`config.mk`:
```
export PLATFORM = sky130hd
export DESIGN_NAME = masked_gf256_share_multiply
export DESIGN_NICKNAME = d
export VERILOG_FILES = /design/src/msm_pkg.sv /design/src/msm_lane.sv /design/src/msm_merge.sv /design/src/masked_gf256_share_multiply.sv
export SDC_FILE = /design/constraint.sdc
export NUM_CORES = 1
export LEC_CHECK = 0
export BUFFER_PORTS_ARGS = -buffer_cell sky130_fd_sc_hd__buf_2
export CAP_MARGIN = 5
export CORE_MARGIN = 1
export CORE_UTILIZATION = 35
export DETAILED_ROUTE_END_ITERATION = 10
export HOLD_SLACK_MARGIN = 0.08
export SETUP_SLACK_MARGIN = 0.1
export SLEW_MARGIN = 25
export SYNTH_ARGS = -nofsm -noshare
export SYNTH_HDL_FRONTEND = slang
export SYNTH_SLANG_ARGS = --single-unit
```
`constraint.sdc`:
```
create_clock -name clk -period 9.1 [get_ports clk]
set_input_delay 1.365 -clock clk [delete_from_list [all_inputs] [get_ports clk]]
set_output_delay 1.365 -clock clk [all_outputs]
set_load 0.02 [all_outputs]
```
`src/msm_pkg.sv`:
```
// Shared constants, types and GF(2^8) arithmetic for the masked share multiplier.
package msm_pkg;

	// Fixed field geometry: five byte shares per 40-bit field
	localparam int FIELD_W     = 40;
	localparam int FIELD_BYTES = 5;
	localparam int TBL_N       = 6;

	// Parameter defaults
	localparam int SHARE_COUNT_DEF = 5;
	localparam int MASK_DEGREE_DEF = 1;

	// Public evaluation points, padded with zero
	localparam logic [7:0] PTS [0:TBL_N-1] = '{8'h51, 8'hec, 8'h0d, 8'hb1, 8'h01, 8'h00};

	// Inverse Vandermonde table, padded with zero
	localparam logic [7:0] INVV [0:TBL_N-1][0:TBL_N-1] = '{
		'{8'h01, 8'h01, 8'h01, 8'h01, 8'h01, 8'h00},
		'{8'h5d, 8'h5c, 8'he0, 8'he1, 8'h00, 8'h00},
		'{8'hbc, 8'hbc, 8'hbd, 8'hbd, 8'h00, 8'h00},
		'{8'hb1, 8'h0d, 8'h51, 8'hec, 8'h01, 8'h00},
		'{8'h51, 8'hec, 8'h0d, 8'hb1, 8'h01, 8'h00},
		'{8'h00, 8'h00, 8'h00, 8'h00, 8'h00, 8'h00}
	};

	// Control from the pipeline sequencer to each lane
	typedef struct packed {
		logic en;     // stage 1 load enable
		logic check;  // fault-detection terms on
	} lane_ctl_t;

	// GF(2^8) multiply, reduction by x^8+x^4+x^3+x+1
	function automatic logic [7:0] gf_mul(input logic [7:0] a, input logic [7:0] b);
		logic [7:0] x;
		logic [7:0] r;
		x = a;
		r = 8'h00;
		for (int k = 0; k < 8; k++) begin
			if (b[k]) begin
				r = r ^ x;
			end
			x = {x[6:0], 1'b0} ^ (x[7] ? 8'h1b : 8'h00);
		end
		return r;
	endfunction

endpackage

```
`src/msm_lane.sv`:
```
// One share lane: share product, re-sharing and per-column contributions.
module msm_lane #(
	parameter int SHARE_COUNT = msm_pkg::SHARE_COUNT_DEF,
	parameter int MASK_DEGREE = msm_pkg::MASK_DEGREE_DEF,
	parameter int LANE        = 0
) (
	input  logic                              clk,
	input  msm_pkg::lane_ctl_t                ctl,
	input  logic [7:0]                        f_byte,
	input  logic [7:0]                        g_byte,
	input  logic [7:0]                        r_byte,
	output logic [SHARE_COUNT-1:0][7:0]       col
);

	logic [7:0] p_s1;
	logic [7:0] r_s1;
	logic [7:0] fg_s1;

	// Stage 1: share product and sum, captured on load
	always_ff @(posedge clk) begin
		if (ctl.en) begin
			p_s1  <= msm_pkg::gf_mul(f_byte, g_byte);
			r_s1  <= r_byte;
			fg_s1 <= f_byte ^ g_byte;
		end
	end

	// Per column: lambda * (p + r*alpha_j), plus the check term where enabled
	for (genvar j = 0; j < SHARE_COUNT; j++) begin : g_col
		localparam int ROW = (SHARE_COUNT - j - 1) % msm_pkg::TBL_N;
		logic [7:0] q;
		logic [7:0] chk;

		assign q = p_s1 ^ msm_pkg::gf_mul(r_s1, msm_pkg::PTS[j]);

		if (j < MASK_DEGREE) begin : g_chk
			assign chk = ctl.check ? msm_pkg::gf_mul(msm_pkg::INVV[ROW][LANE], fg_s1) : 8'h00;
		end else begin : g_nochk
			assign chk = 8'h00;
		end

		assign col[j] = msm_pkg::gf_mul(msm_pkg::INVV[0][LANE], q) ^ chk;
	end

endmodule

```
`src/msm_merge.sv`:
```
// Merge stage: XOR of lane contributions per column, registered output shares.
module msm_merge #(
	parameter int SHARE_COUNT = msm_pkg::SHARE_COUNT_DEF
) (
	input  logic                                         clk,
	input  logic                                         en,
	input  logic [SHARE_COUNT-1:0][SHARE_COUNT-1:0][7:0] contrib,
	output logic [msm_pkg::FIELD_W-1:0]                  h_s2
);

	logic [SHARE_COUNT-1:0][7:0]     acc;
	logic [msm_pkg::FIELD_W-1:0]     h_next;

	// Column sums across lanes
	always_comb begin
		for (int j = 0; j < SHARE_COUNT; j++) begin
			acc[j] = 8'h00;
			for (int i = 0; i < SHARE_COUNT; i++) begin
				acc[j] = acc[j] ^ contrib[i][j];
			end
		end
	end

	// Pack into the 40-bit field; shares beyond the field are dropped
	for (genvar j = 0; j < msm_pkg::FIELD_BYTES; j++) begin : g_pack
		if (j < SHARE_COUNT) begin : g_live
			assign h_next[8*j +: 8] = acc[j];
		end else begin : g_pad
			assign h_next[8*j +: 8] = 8'h00;
		end
	end

	// Stage 2 register
	always_ff @(posedge clk) begin
		if (en) begin
			h_s2 <= h_next;
		end
	end

endmodule

```
`src/masked_gf256_share_multiply.sv`:
```
// Top level of the masked GF(2^8) share multiplier: lanes, merge and handshake.
//
//  channel   signals                                        direction
//  req       req_valid, req_stall, f_/g_shares, random_bytes into block
//  rsp       rsp_valid, rsp_stall, h_shares                 out of block
//  cfg       cfg_valid, cfg_ready, cfg_check_mode           into block
//
// One beat per cycle sustained while rsp_stall is low: stage 1 holds the lane
// products, stage 2 the merged shares in the output register.
// arst_n clears the stage valids and check_mode; data registers are not reset.
// A stalled result holds stage 2; stage 1 still takes a beat while empty, so
// req_stall rises only with both stages full and rsp_stall high.
module masked_gf256_share_multiply #(
	parameter int SHARE_COUNT = msm_pkg::SHARE_COUNT_DEF,
	parameter int MASK_DEGREE = msm_pkg::MASK_DEGREE_DEF
) (
	input  logic                        clk,
	input  logic                        arst_n,
	input  logic                        req_valid,
	output logic                        req_stall,
	input  logic [msm_pkg::FIELD_W-1:0] f_shares,
	input  logic [msm_pkg::FIELD_W-1:0] g_shares,
	input  logic [msm_pkg::FIELD_W-1:0] random_bytes,
	output logic                        rsp_valid,
	input  logic                        rsp_stall,
	output logic [msm_pkg::FIELD_W-1:0] h_shares,
	input  logic                        cfg_valid,
	output logic                        cfg_ready,
	input  logic                        cfg_check_mode
);

	logic                                          check_mode_q;
	logic                                          vld_s1;
	logic                                          vld_s2;
	logic                                          en_s1;
	logic                                          en_s2;
	msm_pkg::lane_ctl_t                            ctl;
	logic [SHARE_COUNT-1:0][SHARE_COUNT-1:0][7:0]  contrib;

	// Configuration register
	assign cfg_ready = 1'b1;

	always_ff @(posedge clk or negedge arst_n) begin
		if (!arst_n) begin
			check_mode_q <= 1'b0;
		end else if (cfg_valid && cfg_ready) begin
			check_mode_q <= cfg_check_mode;
		end
	end

	// Pipeline advance
	assign en_s2     = !vld_s2 || !rsp_stall;
	assign en_s1     = !vld_s1 || en_s2;
	assign req_stall = !en_s1;

	always_ff @(posedge clk or negedge arst_n) begin
		if (!arst_n) begin
			vld_s1 <= 1'b0;
			vld_s2 <= 1'b0;
		end else begin
			if (en_s1) begin
				vld_s1 <= req_valid;
			end
			if (en_s2) begin
				vld_s2 <= vld_s1;
			end
		end
	end

	assign ctl.en    = en_s1;
	assign ctl.check = check_mode_q;

	// Share lanes
	for (genvar i = 0; i < SHARE_COUNT; i++) begin : g_lane
		logic [7:0] f_b;
		logic [7:0] g_b;
		logic [7:0] r_b;

		if (i < msm_pkg::FIELD_BYTES) begin : g_in
			assign f_b = f_shares[8*i +: 8];
			assign g_b = g_shares[8*i +: 8];
			assign r_b = random_bytes[8*i +: 8];
		end else begin : g_zero
			assign f_b = 8'h00;
			assign g_b = 8'h00;
			assign r_b = 8'h00;
		end

		msm_lane #(
			.SHARE_COUNT(SHARE_COUNT),
			.MASK_DEGREE(MASK_DEGREE),
			.LANE       (i)
		) u_lane (
			.clk   (clk),
			.ctl   (ctl),
			.f_byte(f_b),
			.g_byte(g_b),
			.r_byte(r_b),
			.col   (contrib[i])
		);
	end

	// Column merge and output register
	msm_merge #(
		.SHARE_COUNT(SHARE_COUNT)
	) u_merge (
		.clk    (clk),
		.en     (en_s2),
		.contrib(contrib),
		.h_s2   (h_shares)
	);

	assign rsp_valid = vld_s2;

`ifndef SYNTHESIS
	// An accepted beat occupies stage 1 on the next cycle
	a_accept_fills_s1: assert property (@(posedge clk) disable iff (!arst_n)
		(req_valid && !req_stall) |=> vld_s1)
		else $error("accepted beat not held in stage 1");

	// A stage 1 beat moves to the output when stage 2 can take it
	a_s1_moves_out: assert property (@(posedge clk) disable iff (!arst_n)
		(vld_s1 && !(vld_s2 && rsp_stall)) |=> rsp_valid)
		else $error("stage 1 beat lost before output");

	// Input stalls only with the whole pipeline full and blocked
	a_stall_only_full: assert property (@(posedge clk) disable iff (!arst_n)
		req_stall |-> (vld_s1 && vld_s2 && rsp_stall))
		else $error("input stalled with room in the pipeline");
`endif

endmodule
```
After elaboration in Yosys (flattened, before gate mapping)
Cells that the tools add are included.
Word-level totals
  word-level logic and storage cells: 835
  memories: 0
  bits in writable memories: 0
  register bits after elaboration: 163
  bits in read-only memories: 0
  bits in latches: 0
Operators by class
  div/mod/pow operators: 0
  bitwise gates (word level): 420
  shift operators: 0
  multipliers: 0
  add/subtract/negate cells: 0
  reductions and logical operators: 6
  eq/ne operators: 0
  multiplexer cells: 390
  magnitude comparators: 0
Operators by type and width (number)
  $xor 8x8->8: 209
  $mux 8: 123
  $mux 5: 99
  $mux 7: 34
  $not 1->1 const A: 182
  $mux 6: 29
  $mux 4: 27
  $mux 3: 26
  $mux 2: 26
  $not 5->5: 9
  $mux 1: 26
  $not 6->6: 3
  $not 4->4: 4
  $not 2->3: 5
  $not 3->3: 3
  $not 8->8: 1
  $xor 8x5->8: 1
  $not 2->2: 3
  $logic_not 1->1: 4
  $logic_or 1x1->1: 2

Longest topological paths before layout
  depth after elaboration: 28
  mapped depth: 8

Hierarchy
Synthesis repeated with hierarchy kept, for this count alone.
Second synthesis, totals
  cell total of the unflattened synthesis: 1772
  area, all modules: 17963.5 um^2
Modules (own cells, without submodules)
  msm_lane (g_lane[3].u_lane): seq. area each 720.7 um^2, times used 1, cells each 327, area an instance 3125.5 um^2
  msm_lane (g_lane[0].u_lane): seq. area each 720.7 um^2, times used 1, cells each 315, area an instance 3080.5 um^2
  msm_lane (g_lane[1].u_lane): seq. area each 720.7 um^2, times used 1, cells each 331, area an instance 3024.2 um^2
  msm_lane (g_lane[2].u_lane): seq. area each 720.7 um^2, times used 1, cells each 320, area an instance 3006.6 um^2
  msm_merge: seq. area each 1201.2 um^2, times used 1, cells each 160, area an instance 2802.7 um^2
  msm_lane (g_lane[4].u_lane): seq. area each 720.7 um^2, times used 1, cells each 308, area an instance 2791.4 um^2
  masked_gf256_share_multiply: seq. area each 75.1 um^2, times used 1, cells each 11, area an instance 132.6 um^2

Worst setup path after synthesis
OpenSTA, ideal clock, no wires.
  path kind: input port to output port
  start: input port rsp_stall
  end: output port req_stall
  data arrival time: 5.190 ns
  required time: 7.735 ns
  path slack: 2.545 ns
  stages: 2
  path through: nand3_1 inv_1
Between the ends
  word-level cells in the longest chain between the ends: 4
Ends and longest elaborated chain
  start, declared: line masked_gf256_share_multiply.sv:25  | input logic rsp_stall,
  $logic_not 1->1: line masked_gf256_share_multiply.sv:52  | assign en_s2 = !vld_s2 || !rsp_stall;
  $logic_or 1x1->1: line masked_gf256_share_multiply.sv:52
  $logic_or 1x1->1: line masked_gf256_share_multiply.sv:53  | assign en_s1 = !vld_s1 || en_s2;
  $logic_not 1->1: line masked_gf256_share_multiply.sv:54  | assign req_stall = !en_s1;
  end, declared: line masked_gf256_share_multiply.sv:20  | output logic req_stall,
Every way passes these cells.

Worst setup path after layout
Same ends and word-level chain as after synthesis.

==> summary by stage <==
Routing
The detail route stage leaves a number of antenna-violating nets equal to 0. Wires add up to 36550 µm. The routed via count is 9751.

The total DRC errors in the routed layout is 0. The final routed wire length divided by cell count is 17.10 µm. Using the TritonRoute via totals, the vias-per-cell ratio works out to 4.563. The count of TritonRoute iterations in the first routing pass is 5. For this block, the initial DRC count from the detailed router was 480.

Power
In this run the power spent charging and discharging nets is 2.518 mW. The clock network power share is 10.6%. In this run the power density over the cells is 380.8 nW/µm².

The internal power component is 3.976 mW. In this run switching power makes up 38.77% of total power. Of the total power, registers draw 23.2%. The worst-case IR drop observed on VDD is 0.2009 mV. The cell leakage power is 6.879 nW.

The relative contribution of combinational cells to total power is 66.1%.

Die
The floorplan has 76 rows. The area of the die is 44390 µm². In this run the count of I/O pins placed on the die edge is 169.

The total area inside the core boundary comes to 42980 µm². The starting density of the core is 35.46%. The horizontal extent of the die is 210.7 µm.

The floorplan step set the die height to 210.7 µm.

Critical path
The most common cell type on the critical path is sky130_fd_sc_hd__buf_2. The setup path with the least slack is of type primary input to primary output. The worst stage delay on the critical path is 0.71 ns. The type of element capturing the critical path is a primary output. STA classifies the critical path startpoint as a primary input. For this design, the slowest cell found on the critical path is sky130_fd_sc_hd__buf_4. Data arrives at the worst endpoint at 2.54 ns.

Walking the worst path, the cells encountered are buf_2 -> nand3_4 -> buf_4 -> inv_1 -> buf_2. For the worst setup path, the data required time is 7.74 ns. Setup slack on the worst reg-to-reg path comes out at 5.99 ns. The maximum fanout encountered on the critical timing path is 74.

Clock network
The clock latency reported for the late side of the worst-skew pair is 0.44 ns. The clock sink count is 163. The H-tree was split into 4 levels. The number of buffers inserted to repair setup after CTS is 0. The number of resized instances in the post-cts repair step is 0. After clock tree synthesis, the clock-pin slew on the worst setup and hold paths is 0.06 ns. The quantity of hold-fixing buffers added after cts is 0. The number of buffers on the longest clock path is 2. Buffers inserted during clock tree synthesis total 17. The clock root buffer master is sky130_fd_sc_hd__clkbuf_16.

TritonCTS built the clock tree.

Synth
The number of storage elements in the synthesis netlist is 163. The synthesized cell area is 15240 µm². In this run, synthesis inferred 160 flip-flops with an integrated enable.

The number of unique standard cell types used by synthesis is 45. The gate count of the mapped netlist is 1442. The post-synthesis average cell area is 10.57 µm². The predominant post-synthesis flop cell is sky130_fd_sc_hd__edfxtp_1. The share of the Yosys chip area taken by registers is 32.01%. The fraction of registers with async set/reset is 1.840%. The count of warnings emitted by yosys is 0. Synthesis produced a netlist with a net count of 1573.

GRT
The total global routing overflow is 0. The via count of the first global-routing pass is 9914. Across every metal layer, demand over resource in global routing totals 16.70%. The number of antenna violations at the first check in global routing came to 0.

The first global-routing pass estimated 56590 µm of wire. The maximum number of pins on one net before global-route repair is 75.

Layout
The area occupied by multi-input gates is 9966 µm². For this run, the post-layout net count is 1671. In the final layout, the share of cells above drive strength 1 is 14.56%. Across the whole layout, storage elements account for 4880 µm².

From synthesis to final layout, the design area changed by 11.88%. The number of antenna repair diodes is 0. Fill cells in the final layout number 4267.

Timing
After routing, the total negative slack on setup checks comes to 0 ns. Setup repair after global routing left no endpoint under its margin. The tightest slew margin relative to the limit is 36.11%. The minimum period implied by the final worst setup slack is 3.906 ns.

The hold violation count in the final report is 0. The tightest hold margin is 0.5409 ns. The total of endpoints with negative setup slack in the final report is 0. The number of max-slew violations in the final report is 0. The fmax is 256.0 MHz. For the final database, setup skew stands at 0.01669 ns. After layout, the worst path uses 42.93% of the clock period. The slew at the pin with the worst max-slew slack is 0.9584 ns.

Placed design
The number of buffers inserted by port buffering is 167. The half-perimeter wire length of the detailed placement result is 28240 µm. The weighted congestion at the end of routability-driven global placement is 0.8769.

Flow run
The max capacitance violation total is 0.

Status
The run finished with clean final reports.

Worst hold path
The class of the tightest hold or removal check is flip-flop to flip-flop.
==> state kept, by name, summed over array words and instances, names as in the netlist <==
register / flops
g_lane.u_lane.p_s1: 40
g_lane.u_lane.fg_s1: 40
check_mode_q: 1
g_lane.u_lane.r_s1: 40
u_merge.h_s2: 40
rsp_valid: 1
vld_s1: 1
==> layout make-up <==
| cell class | count | area share, % |
|---|---|---|
| repair buffers | 171 | 5.077 |
| clock buffers | 18 | 2.517 |
| multi-input cells | 1173 | 58.44 |
| clock inverters | 13 | 0.7484 |
| flip-flops and latches | 163 | 28.62 |
| well taps | 585 | 4.292 |
| inverters | 14 | 0.3082 |
==> per-stage QoR <==
step / cells / area [µm²] / utilization [%] / worst slack, ns / total power [mW]
after floorplan: 1442 / 15240 / - / 2.545 / 4.891
after global placement: 2106 / 16490 / 38.37 / 5.106 / 5.815
after detailed placement: 2106 / 16490 / 38.37 / 5.119 / 5.844
after CTS: 2137 / 17050 / 39.66 / 5.126 / 6.565
after global routing: 2137 / 17050 / 39.67 / 5.015 / 6.900
final: 2137 / 17050 / 39.67 / 5.194 / 6.494
==> path summary, 6_finish.rpt <==
kind,start,to,depth (start not counted)
max,rsp_stall,req_stall,5
min,vld_s1$_DFFE_PN0N_,rsp_valid$_DFFE_PN0P_,1
max reg2reg,g_lane[0].u_lane.r_s1[7]$_DFFE_PN_,u_merge.h_s2[6]$_DFFE_PP_,6
min reg2reg,vld_s1$_DFFE_PN0N_,rsp_valid$_DFFE_PN0P_,1
max in group asynchronous,arst_n,vld_s1$_DFFE_PN0N_,1
min in group asynchronous,arst_n,rsp_valid$_DFFE_PN0P_,1
==> Yosys cell counts, types with 2 or more instances <==
master,n,area share (%)
sky130_fd_sc_hd__a21oi_1,21,0.69
sky130_fd_sc_hd__a22oi_1,4,0.20
sky130_fd_sc_hd__a32oi_1,4,0.23
sky130_fd_sc_hd__buf_1,18,0.44
sky130_fd_sc_hd__buf_2,9,0.30
sky130_fd_sc_hd__buf_4,2,0.098
sky130_fd_sc_hd__clkbuf_1,63,1.6
sky130_fd_sc_hd__dfrtp_1,3,0.49
sky130_fd_sc_hd__edfxtp_1,160,32
sky130_fd_sc_hd__ha_1,5,0.41
sky130_fd_sc_hd__inv_1,14,0.34
sky130_fd_sc_hd__mux2_2,5,0.37
sky130_fd_sc_hd__mux2i_1,27,1.8
sky130_fd_sc_hd__nand2_1,267,6.6
sky130_fd_sc_hd__nand2b_1,12,0.49
sky130_fd_sc_hd__nand3_1,11,0.36
sky130_fd_sc_hd__nor2_1,23,0.57
sky130_fd_sc_hd__nor2b_1,4,0.16
sky130_fd_sc_hd__nor4bb_1,2,0.13
sky130_fd_sc_hd__o211ai_1,3,0.15
sky130_fd_sc_hd__o21ai_0,9,0.30
sky130_fd_sc_hd__o221ai_1,4,0.23
sky130_fd_sc_hd__o22ai_1,4,0.16
sky130_fd_sc_hd__xnor2_1,452,26
sky130_fd_sc_hd__xnor2_2,8,0.85
sky130_fd_sc_hd__xnor3_1,55,8.1
sky130_fd_sc_hd__xnor3_2,3,0.47
sky130_fd_sc_hd__xnor3_4,2,0.34
sky130_fd_sc_hd__xor2_1,213,12
sky130_fd_sc_hd__xor3_1,20,3.1
==> power groups by stage <==
stage	registers, mW	logic (mW)	clock network, mW
5_1_grt	1.54	4.63	0.731
6_report	1.51	4.30	0.689
2_1_floorplan	1.60	3.29	0
3_5_place_dp	1.53	4.31	0
4_1_cts	1.52	4.34	0.706
3_3_place_gp	1.53	4.28	0
==> worst max-delay path, delay by kind of cell <==
| family | cells | cell delay (ns) |
|---|---|---|
| and+or+nand+nor | 1 | 0.07 |
| buffers and inverters | 4 | 1.10 |
==> layout by cell type (no fill, tap or decap), types with 2 or more instances in the layout <==
master                       instances
sky130_fd_sc_hd__o21ai_0             9
sky130_fd_sc_hd__xnor3_1            55
sky130_fd_sc_hd__dfrtp_1             3
sky130_fd_sc_hd__a22oi_1             4
sky130_fd_sc_hd__o22ai_1             4
sky130_fd_sc_hd__nor2_1             23
sky130_fd_sc_hd__nor2b_1             4
sky130_fd_sc_hd__o211ai_1            3
sky130_fd_sc_hd__xnor2_1           452
sky130_fd_sc_hd__nand3_1            10
sky130_fd_sc_hd__buf_2             167
sky130_fd_sc_hd__ha_1                5
sky130_fd_sc_hd__clkinvlp_4          4
sky130_fd_sc_hd__mux2_2              5
sky130_fd_sc_hd__xor2_1            213
sky130_fd_sc_hd__xnor3_2             3
sky130_fd_sc_hd__o221ai_1            4
sky130_fd_sc_hd__xnor2_2             8
sky130_fd_sc_hd__nand2_1           266
sky130_fd_sc_hd__inv_6               3
sky130_fd_sc_hd__inv_1              14
sky130_fd_sc_hd__clkinv_4            3
sky130_fd_sc_hd__buf_4               4
sky130_fd_sc_hd__xor3_1             20
sky130_fd_sc_hd__clkbuf_16          17
sky130_fd_sc_hd__nor4bb_1            2
sky130_fd_sc_hd__a32oi_1             4
sky130_fd_sc_hd__mux2i_1            27
sky130_fd_sc_hd__nand2b_1           12
sky130_fd_sc_hd__edfxtp_1          160
sky130_fd_sc_hd__a21oi_1            21
sky130_fd_sc_hd__xnor3_4             2
==> cell families (layout without fill, tap and decap cells) <==
kind of cell             count (synthesis)  count (layout)  synth area share (%)
XOR/XNOR                               758             758                 51.94
AND/OR/NAND/NOR                        321             321                 8.365
flip-flops                             163             163                 32.01
buffers and inverters                  106             216                 2.733
AO/OA/AOI/OAI                           56              56                 2.372
multiplexers                            32              32                 2.142
adder cells (fa/ha/maj)                  5               5                0.4104
other                                    1               1               0.02460
==> routing by layer <==
| layer | vias up | GRT usage, % | routed length [µm] |
|---|---|---|---|
| li1 | 4836 | - | - |
| met1 | 4678 | 21.02 | 15930 |
| met2 | 209 | 30.11 | 18800 |
| met3 | 28 | 2.394 | 1310 |
| met4 | 0 | 3.598 | 510 |
| met5 | - | 0 | 0 |
No activity file was read; power rests on OpenSTA's default activity.
